## src/rtl/handle_release_tracking_table_core_defines.svh

```systemverilog
// assertion macros used by the table core
`ifndef HANDLE_RELEASE_TRACKING_TABLE_CORE_DEFINES_SVH
`define HANDLE_RELEASE_TRACKING_TABLE_CORE_DEFINES_SVH

// implication checked on every clock edge outside reset
`define HRT_ASSERT_IMP(label, clk, rst_n, ante, cons, msg) \
	label: assert property (@(posedge clk) disable iff (!rst_n) (ante) |-> (cons)) \
		else $error(msg);

// next-cycle implication checked outside reset
`define HRT_ASSERT_NEXT(label, clk, rst_n, ante, cons, msg) \
	label: assert property (@(posedge clk) disable iff (!rst_n) (ante) |=> (cons)) \
		else $error(msg);

`endif

```

## src/rtl/hrtt_ram.sv

```systemverilog
`timescale 1ns / 1ps
module hrtt_ram #(
	parameter int unsigned WIDTH = 8,
	parameter int unsigned DEPTH = 16
) (
	input  logic                                       clk,
	input  logic                                       we,
	input  logic [$clog2((DEPTH > 1) ? DEPTH : 2)-1:0] waddr,
	input  logic [WIDTH-1:0]                           wdata,
	input  logic [$clog2((DEPTH > 1) ? DEPTH : 2)-1:0] raddr,
	output logic [WIDTH-1:0]                           rdata
);
	logic [WIDTH-1:0] mem [DEPTH];

	// single write port, registered read
	always_ff @(posedge clk) begin
		if (we) begin
			mem[waddr] <= wdata;
		end
		rdata <= mem[raddr];
	end
endmodule

```

## config.mk

```make
export PLATFORM = sky130hd
export DESIGN_NAME = hrtt_ram
export DESIGN_NICKNAME = d
export VERILOG_FILES = /design/src/rtl/handle_release_tracking_table_core_defines.svh /design/src/rtl/hrtt_ram.sv
export SDC_FILE = /design/constraint.sdc
export NUM_CORES = 1
export LEC_CHECK = 0
export BUFFER_PORTS_ARGS = -buffer_cell sky130_fd_sc_hd__buf_2
export CAP_MARGIN = 30
export CORE_MARGIN = 1.5
export CORE_UTILIZATION = 50
export DETAILED_ROUTE_END_ITERATION = 12
export PLACE_DENSITY = 0.67
export SYNTH_ARGS = -nofsm -noshare
export SYNTH_HDL_FRONTEND = slang
export SYNTH_SLANG_ARGS = --single-unit
```

## constraint.sdc

```tcl
create_clock -name clk -period 1.7 [get_ports clk]
set_input_delay 0.085 -clock clk [delete_from_list [all_inputs] [get_ports clk]]
set_output_delay 0.085 -clock clk [all_outputs]
set_load 0.05 [all_outputs]
```

# [Word-level counts from Yosys, hierarchy flattened]
# Memory sizes are Yosys's and may differ from the RTL's. A register that Yosys moved wholly into a read port is not among the register bits.
# Cells that the tools add are included.
[totals] reg_bits=0 ramBits=128 word_cells=3 mem_count=1
[op_classes] muxes=2
[memory_table] memory="mem" words=16 word_bits=8 rd=1 rd_clocked_by_memory_dff=1 wr=1 line_no="hrtt_ram.sv:13" rtl="logic [WIDTH-1:0] mem [DEPTH];"
[op_table] operator="$mux W1" count=2

# [Longest topological paths before layout]
# Gate-level depths: netlist (run 1).
[depth] depth_word=2 ltp_mapped=5 depth_no_buf=3

# [Worst setup path after synthesis (run 1)]
# OpenSTA, ideal clock, no wires.
[synth_timing] kind="input to register" startpoint="input waddr[2] in the netlist's numbering" endpoint="memory mem[0][0], enable pin" setup_time_ns=0.383 arrival_ns=1.195 slack_ns=0.122 stages=2 n_path_buf=0 path_cell_list="or3b_2 nor3_1"
[synth_rtl] item="from (decl)" line_no="hrtt_ram.sv:8" rtl="input logic [$clog2((DEPTH > 1) ? DEPTH : 2)-1:0] waddr,"
[synth_rtl] item="to (decl)" line_no="hrtt_ram.sv:13"
# No word-level cell before the write port.

==> results.tsv, run 1 <==
stage	metric	value	unit
placement	Placer Congestion	0.7333	
routing	drc violations	0	
global_routing	first-pass GRT wire length	15120	um
setup_path	worst path cell trace	mux4_1 -> a22oi_1 -> nand2_1	
setup_path	critical path class	register to register	
synthesis	register area share after synthesis	77.78	%
status	status	completed	
routing	vias per cell	5.556	
pwr	Worst VDD drop	0.0006678	V
timing	Slew @ Worst Pin	0.4215	ns
timing	Rel. slew slack	71.90	%
cells_and_area	layout cell share with drive strength beyond 1	30.39	%
hold_path	HP Class	input pin to register	
global_routing	initial antenna violation count	0	
setup_path	CP endpoint kind	register	
timing	hold slack	0.1441	ns
setup_path	r2r setup slk	0.29	ns
routing	drt total wl	9700	um
clock_network	TritonCTS Buffers	17	
timing	TNS Setup	0	ns
routing	First-pass DRT Iterations	4	
clock_network	H-tree Lvls	4	
synthesis	Syn. warnings	0	
die	Cell Rows	36	
flow_run	Max-Cap Viols	0	
cells_and_area	final core occ	62.76	%
routing	post-route ant nets	0	
setup_path	Worst Path Arrival	1.80	ns
timing	Final Hold Viols	0	
setup_path	Critical Path RT	2.09	ns
cells_and_area	Diodes inserted	0	
cells_and_area	commonest non-fill, non-tap cell in the layout	edfxtp_1	
setup_path	Critical Path Start Type	register	
timing	Peak Freq	707.2	MHz
cells_and_area	Final #Nets	311	
cells_and_area	most frequent cells in the layout	edfxtp_1, buf_2, buf_4	
setup_path	Slowest Stage Delay on Critical Path	0.50	ns
synthesis	flops & latches, synth	136	
clock_network	worst skew pair latency	0.50	ns
synthesis	Avg Inst Size Synth	22.48	sq um
clock_network	Clock Path Buffers	2	
global_routing	vias in the first global route	2538	
setup_path	FF-to-FF Start	mem[1][0]	
cells_and_area	Multi-input gate area	1057	sq um
die	full die area	10910	sq um
synthesis	Net Count, Synth	247	
timing	Max Slew Vio Count	0	
cells_and_area	Reg area	4004	sq um
global_routing	M1 GR Usage	27.70	%
setup_path	cell at the slowest stage of the critical path	mux4_1	
cells_and_area	fill count	667	
hold_path	HP Start	waddr[0]	
die	I/O pin total	26	
synthesis	post-synthesis cell count	229	
routing	total number of vias	2439	
global_routing	M2 GR Usage	29.89	%
clock_network	Clock Tree Root	clkbuf_8	
routing	1st-iter DRT viols	171	
placement	# port buffers	25	
global_routing	busiest grt layer	met2	
global_routing	GRT Total Usage	19.77	%
pwr	Leakage	2.127	nW
timing	clock skew	0.005559	ns
die	Die Y	104.5	um
routing	drt wl/cell	22.10	um
setup_path	critical path startpoint	mem[1][0]	
die	Initial Util	52.18	%
die	die width	104.5	um
global_routing	met3 Usage GRT	6.266	%
timing	fin crit period	1.414	ns
synthesis	Post-Syn Area	5147	sq um
placement	half-perimeter wire length after placement	5968	um
cells_and_area	Area Overhead vs Synth	20.27	%
clock_network	Worst-path clk slew	0.06	ns
global_routing	Overflow after GRT	0	
clock_network	CTS tree	built	
clock_network	# Post-CTS Setup Buffers	0	
timing	Final setup viols	0	
clock_network	Sink Count	136	
setup_path	Critical Path Fanout Max	1	
synthesis	Distinct cells, synth	19	
pwr	power per cell area	1230	nW/um^2
timing	part of the cycle the worst path needs	83.18	%
global_routing	largest net degree at the start of global routing	33	
timing	RSZ-0062 raised after global routing	false	
die	core area	9864	sq um
logic make-up (layout without fill, tap and decap cells):
family	count (synthesis)	after routing	synth area share, %
DFF	136	136	77.78
muxes	32	32	15.02
AOI/OAI and AO/OA	16	16	2.334
and+or+nand+nor	35	35	3.184
buffers and inverters	10	87	1.677
registers in the layout (all words and copies together), names as in the netlist:
name	cells
rdata	8
mem	128
what timing repair did:
item / 4_1_cts / 5_1_grt
hold endpoints to repair: 128 / 0
hold buffers: 8 / 0
resized for setup: 0 / 0
cell usage after synthesis, drive strengths merged:
| cell | n | area share (%) |
|---|---|---|
| a22oi | 16 | 2.3 |
| and2 | 1 | 0.12 |
| clkdlybuf4s25 | 3 | 0.58 |
| nand3 | 1 | 0.097 |
| dfxtp | 8 | 3.1 |
| nand2b | 2 | 0.24 |
| and2b | 1 | 0.15 |
| nor3 | 4 | 0.39 |
| nand2 | 9 | 0.66 |
| buf | 7 | 1.1 |
| nor2b | 1 | 0.12 |
| nand3b | 2 | 0.29 |
| or3b | 1 | 0.17 |
| mux4 | 32 | 15 |
| nor2 | 13 | 0.95 |
| edfxtp | 128 | 75 |
through the flow:
stage                     cell area, sq um  std cells  setup WS (ns)  total power [W]
final                                 6191        439         0.2860         0.007615
after global routing                  6191        439         0.2319         0.007865
after CTS                             6191        439         0.2929         0.007676
after detailed placement              5555        399         0.1545         0.004275
after global placement                5555        399         0.1641         0.004268
after floorplan                       5147        229         0.1221         0.004103
worst paths after layout:
path,cells after the start,end
setup / recovery,3,rdata[0]
hold / removal,3,mem[8][4]
setup reg to reg,3,rdata[0]
hold reg to reg,3,rdata[5]
critical path, delay by kind of cell (launching register included):
kind               cells  cell delay [ns]
and+or+nand+nor        1             0.08
muxes                  1             0.50
AOI/OAI and AO/OA      1             0.37
DFF                    1             0.35
layer usage:
layer / routed length [um] / share of wire [%]
met1: 4072 / 42
met2: 4829 / 50
met3: 724 / 7.5
met4: 73 / 0.75
met5: 0 / 0
area by class of cell:
class / count / share of cell area (%)
clock inverter: 9 / 1.597
clock buffer: 23 / 7.377
multi-input combinational: 83 / 17.08
sequential: 136 / 64.67
timing repair buffer: 55 / 6.589
tap: 133 / 2.688
where the power goes:
| part | internal (W) | leakage, nW | switching [W] |
|---|---|---|---|
| Combinational | 0.000170 | 0.634 | 0.000269 |
| Sequential | 0.00375 | 1.22 | 0.0000245 |
| Clock | 0.00215 | 0.269 | 0.00126 |
| Total | 0.00607 | 2.13 | 0.00155 |
Note: power is estimated with default switching activity, not from simulation.
==> inputs of run 2 (changes only) <==
==> constraint.sdc (replaced) <==
create_clock -name clk -period 1.2 [get_ports clk]
set_input_delay 0.06 -clock clk [delete_from_list [all_inputs] [get_ports clk]]
set_output_delay 0.06 -clock clk [all_outputs]
set_load 0.05 [all_outputs]
==> run 2 against run 1 <==
  * The flow now finishes with violations (negative setup slack)
  * Hold slack worse by 0.012 ns
  * Final cell count is 1.6% higher
  * Clock-buffer cell count is 1 higher
  * Combinational power is 53% higher
  * Maximum frequency is 9.5% higher
  * Core utilization is 0.51 points higher
  * Register-to-register slack worse by 0.38 ns
  * Critical path depth stayed put
  * Largest power group unchanged
==> results.tsv, run 2 (synthesis gave the netlist of run 1 again) <==
stage	metric	value	unit	change
pwr	register share of total power	50.0	%	was 49.6%
hold_path	HP Start	waddr[0]		unchanged
pwr	Internal	0.008480	W	was 0.006067 W
global_routing	vias in the first global route	2667		was 2538
timing	Peak Freq	774.6	MHz	was 707.2 MHz
setup_path	Critical Path Start Type	register		unchanged
placement	half-perimeter wire length after placement	6232	um	was 5968 um
timing	clock skew	0.006803	ns	was 0.005559 ns
setup_path	Slowest Stage Delay on Critical Path	0.52	ns	was 0.50 ns
status	violated checks	negative setup slack		
setup_path	Critical Path RT	1.59	ns	was 2.09 ns
cells_and_area	Area Overhead vs Synth	21.24	%	was 20.27%
setup_path	end of the critical path	rdata[6]		was rdata[0]
cells_and_area	max reg flops	128		unchanged
timing	Slew @ Worst Pin	0.9385	ns	was 0.4215 ns
pwr	clock share of power	43.7	%	was 44.7%
setup_path	r2r endpoint	rdata[6]		was rdata[0]
flow_run	Max-Cap Viols	0		unchanged
routing	vias per cell	5.572		was 5.556
setup_path	Buf+Inv Stages, Crit Path	0		unchanged
cells_and_area	Diodes inserted	0		unchanged
setup_path	Worst Path Arrival	1.68	ns	was 1.80 ns
setup_path	Register-to-Register Path Depth	3		unchanged
routing	drc violations	0		unchanged
timing	PnR worst setup slack	-0.09106	ns	was 0.2860 ns
routing	post-route ant nets	0		unchanged
routing	drt total wl	9937	um	was 9700 um
die	Initial Util	52.18	%	unchanged
setup_path	worst path cell trace	mux4_2 -> a22oi_2 -> nand2_1		was mux4_1 -> a22oi_1 -> nand2_1
timing	Final Hold Viols	0		unchanged
pwr	power per cell area	1715	nW/um^2	was 1230 nW/um^2
die	die width	104.5	um	unchanged
clock_network	Clock Tree Root	clkbuf_8		unchanged
clock_network	TritonCTS Buffers	17		unchanged
timing	Rel. slew slack	37.20	%	was 71.90%
timing	fin crit period	1.291	ns	was 1.414 ns
die	Cell Rows	36		unchanged
pwr	Worst VDD drop	0.0008052	V	was 0.0006678 V
setup_path	r2r setup slk	-0.09	ns	was 0.29 ns
placement	Placer Congestion	0.7534		was 0.7333
timing	hold slack	0.1322	ns	was 0.1441 ns
clock_network	# Post-CTS Setup Buffers	0		unchanged
hold_path	HP Class	input pin to register		unchanged
routing	First-pass DRT Iterations	4		unchanged
routing	total number of vias	2485		was 2439
cells_and_area	commonest non-fill, non-tap cell in the layout	edfxtp_1		unchanged
setup_path	critical path startpoint	mem[15][6]		was mem[1][0]
clock_network	worst skew pair latency	0.51	ns	was 0.50 ns
setup_path	CP Depth	3		unchanged
timing	Final setup viols	8		was 0
die	core area	9864	sq um	unchanged
clock_network	CTS tree	built		unchanged
placement	# port buffers	25		unchanged
status	status	finished, violations left		was completed
setup_path	CP endpoint kind	register		unchanged
cells_and_area	most frequent cells in the layout	edfxtp_1, buf_4, mux4_2		was edfxtp_1, buf_2, buf_4
timing	RSZ-0062 raised after global routing	true		was false
global_routing	largest net degree at the start of global routing	20		was 33
die	I/O pin total	26		unchanged
cells_and_area	register with the most flip-flops	mem		unchanged
placement	Placement Setup Slack	-0.2616	ns	was 0.1545 ns
cells_and_area	layout cell share with drive strength beyond 1	39.30	%	was 30.39%
pwr	sw frac	20.76	%	was 20.34%
timing	TNS Setup	-0.3758	ns	was 0 ns
pwr	Leakage	2.115	nW	was 2.127 nW
routing	drt wl/cell	22.28	um	was 22.10 um
setup_path	Top delay family on crit path	multiplexers		unchanged
setup_path	critical path class	register to register		unchanged
clock_network	H-tree Lvls	4		unchanged
pwr	combinational cell fraction of total power	6.3	%	was 5.8%
setup_path	cell at the slowest stage of the critical path	mux4_2		was mux4_1
setup_path	FF-to-FF Start	mem[15][6]		was mem[1][0]
cells_and_area	final core occ	63.27	%	was 62.76%
placement	# placed instances	406		was 399
clock_network	Worst-path clk slew	0.06	ns	about the same
die	full die area	10910	sq um	unchanged
cells_and_area	biggest regs	mem: 128 flops, rdata: 8 flops		unchanged
clock_network	Clock Path Buffers	2		unchanged
die	Die Y	104.5	um	unchanged
timing	part of the cycle the worst path needs	107.6	%	was 83.18%
routing	1st-iter DRT viols	259		was 171
global_routing	initial antenna violation count	0		unchanged
pwr	P_sw	0.002221	W	was 0.001549 W
global_routing	GRT Total Usage	20.12	%	was 19.77%
global_routing	Overflow after GRT	0		unchanged
cells_and_area	Final #Nets	318		was 311
global_routing	first-pass GRT wire length	15370	um	was 15120 um
timing	Max Slew Vio Count	0		unchanged
setup_path	Critical Path Fanout Max	1		unchanged
clock_network	Sink Count	136		unchanged
cells_and_area	Layout Cells excl Fill	446		was 439
## run 2: layer usage
metal  track usage (%)  wire (um)  up-vias
met5                 0          0        -
met4             8.135         73        0
met3             5.326        866        4
met2             31.44       4980      104
met1             27.11       4017     1274
li1                  -          -     1103
## run 2: worst min-delay path, delay by kind of cell
family | cells | cell delay [ns]
simple gates | 1 | 0.06
buf+inv | 2 | 0.33
## run 2: how the worst min path moves through the flow
stage,end,slack (ns),depth (start not counted)
final,mem[0][0],0.13,3
after global routing,mem[0][0],0.13,3
after CTS,mem[0][0],0.10,3
after detailed placement,mem[14][2],0.46,1
after global placement,mem[14][0],0.45,1
after floorplan,mem[0][0],0.16,0
## run 2: area by class of cell
type | instances | area (sq um)
Fill cell | 668 | 3623
Tap cell | 133 | 166.4
Clock buffer | 24 | 470.5
Sequential cell | 136 | 4004
Clock inverter | 8 | 73.82
Multi-Input combinational cell | 83 | 1080
Timing Repair Buffer | 62 | 446.7
## run 2: power by group through the flow
stage / combinational (W) / sequential (W) / clock, W
after floorplan: 0.000274 / 0.00554 / 0
after global placement: 0.000609 / 0.00544 / 0
after detailed placement: 0.000618 / 0.00544 / 0
after CTS: 0.000674 / 0.00535 / 0.00477
after global routing: 0.000717 / 0.00536 / 0.00497
final: 0.000669 / 0.00535 / 0.00468
## run 2: through the flow
step                      area, sq um  total power (W)
final                            6241          0.01070
after global routing             6241          0.01104
after CTS                        6232          0.01079
after detailed placement         5598         0.006063
after global placement           5598         0.006049
after floorplan                  5170         0.005818
## run 2: timing repair
item | 4_1_cts | 5_1_grt
pin swaps | 12 | 1
hold endpoints to repair | 128 | 0
hold buffers | 8 | 0
setup endpoints to repair | 11 | 9
gates resized for setup | 21 | 2
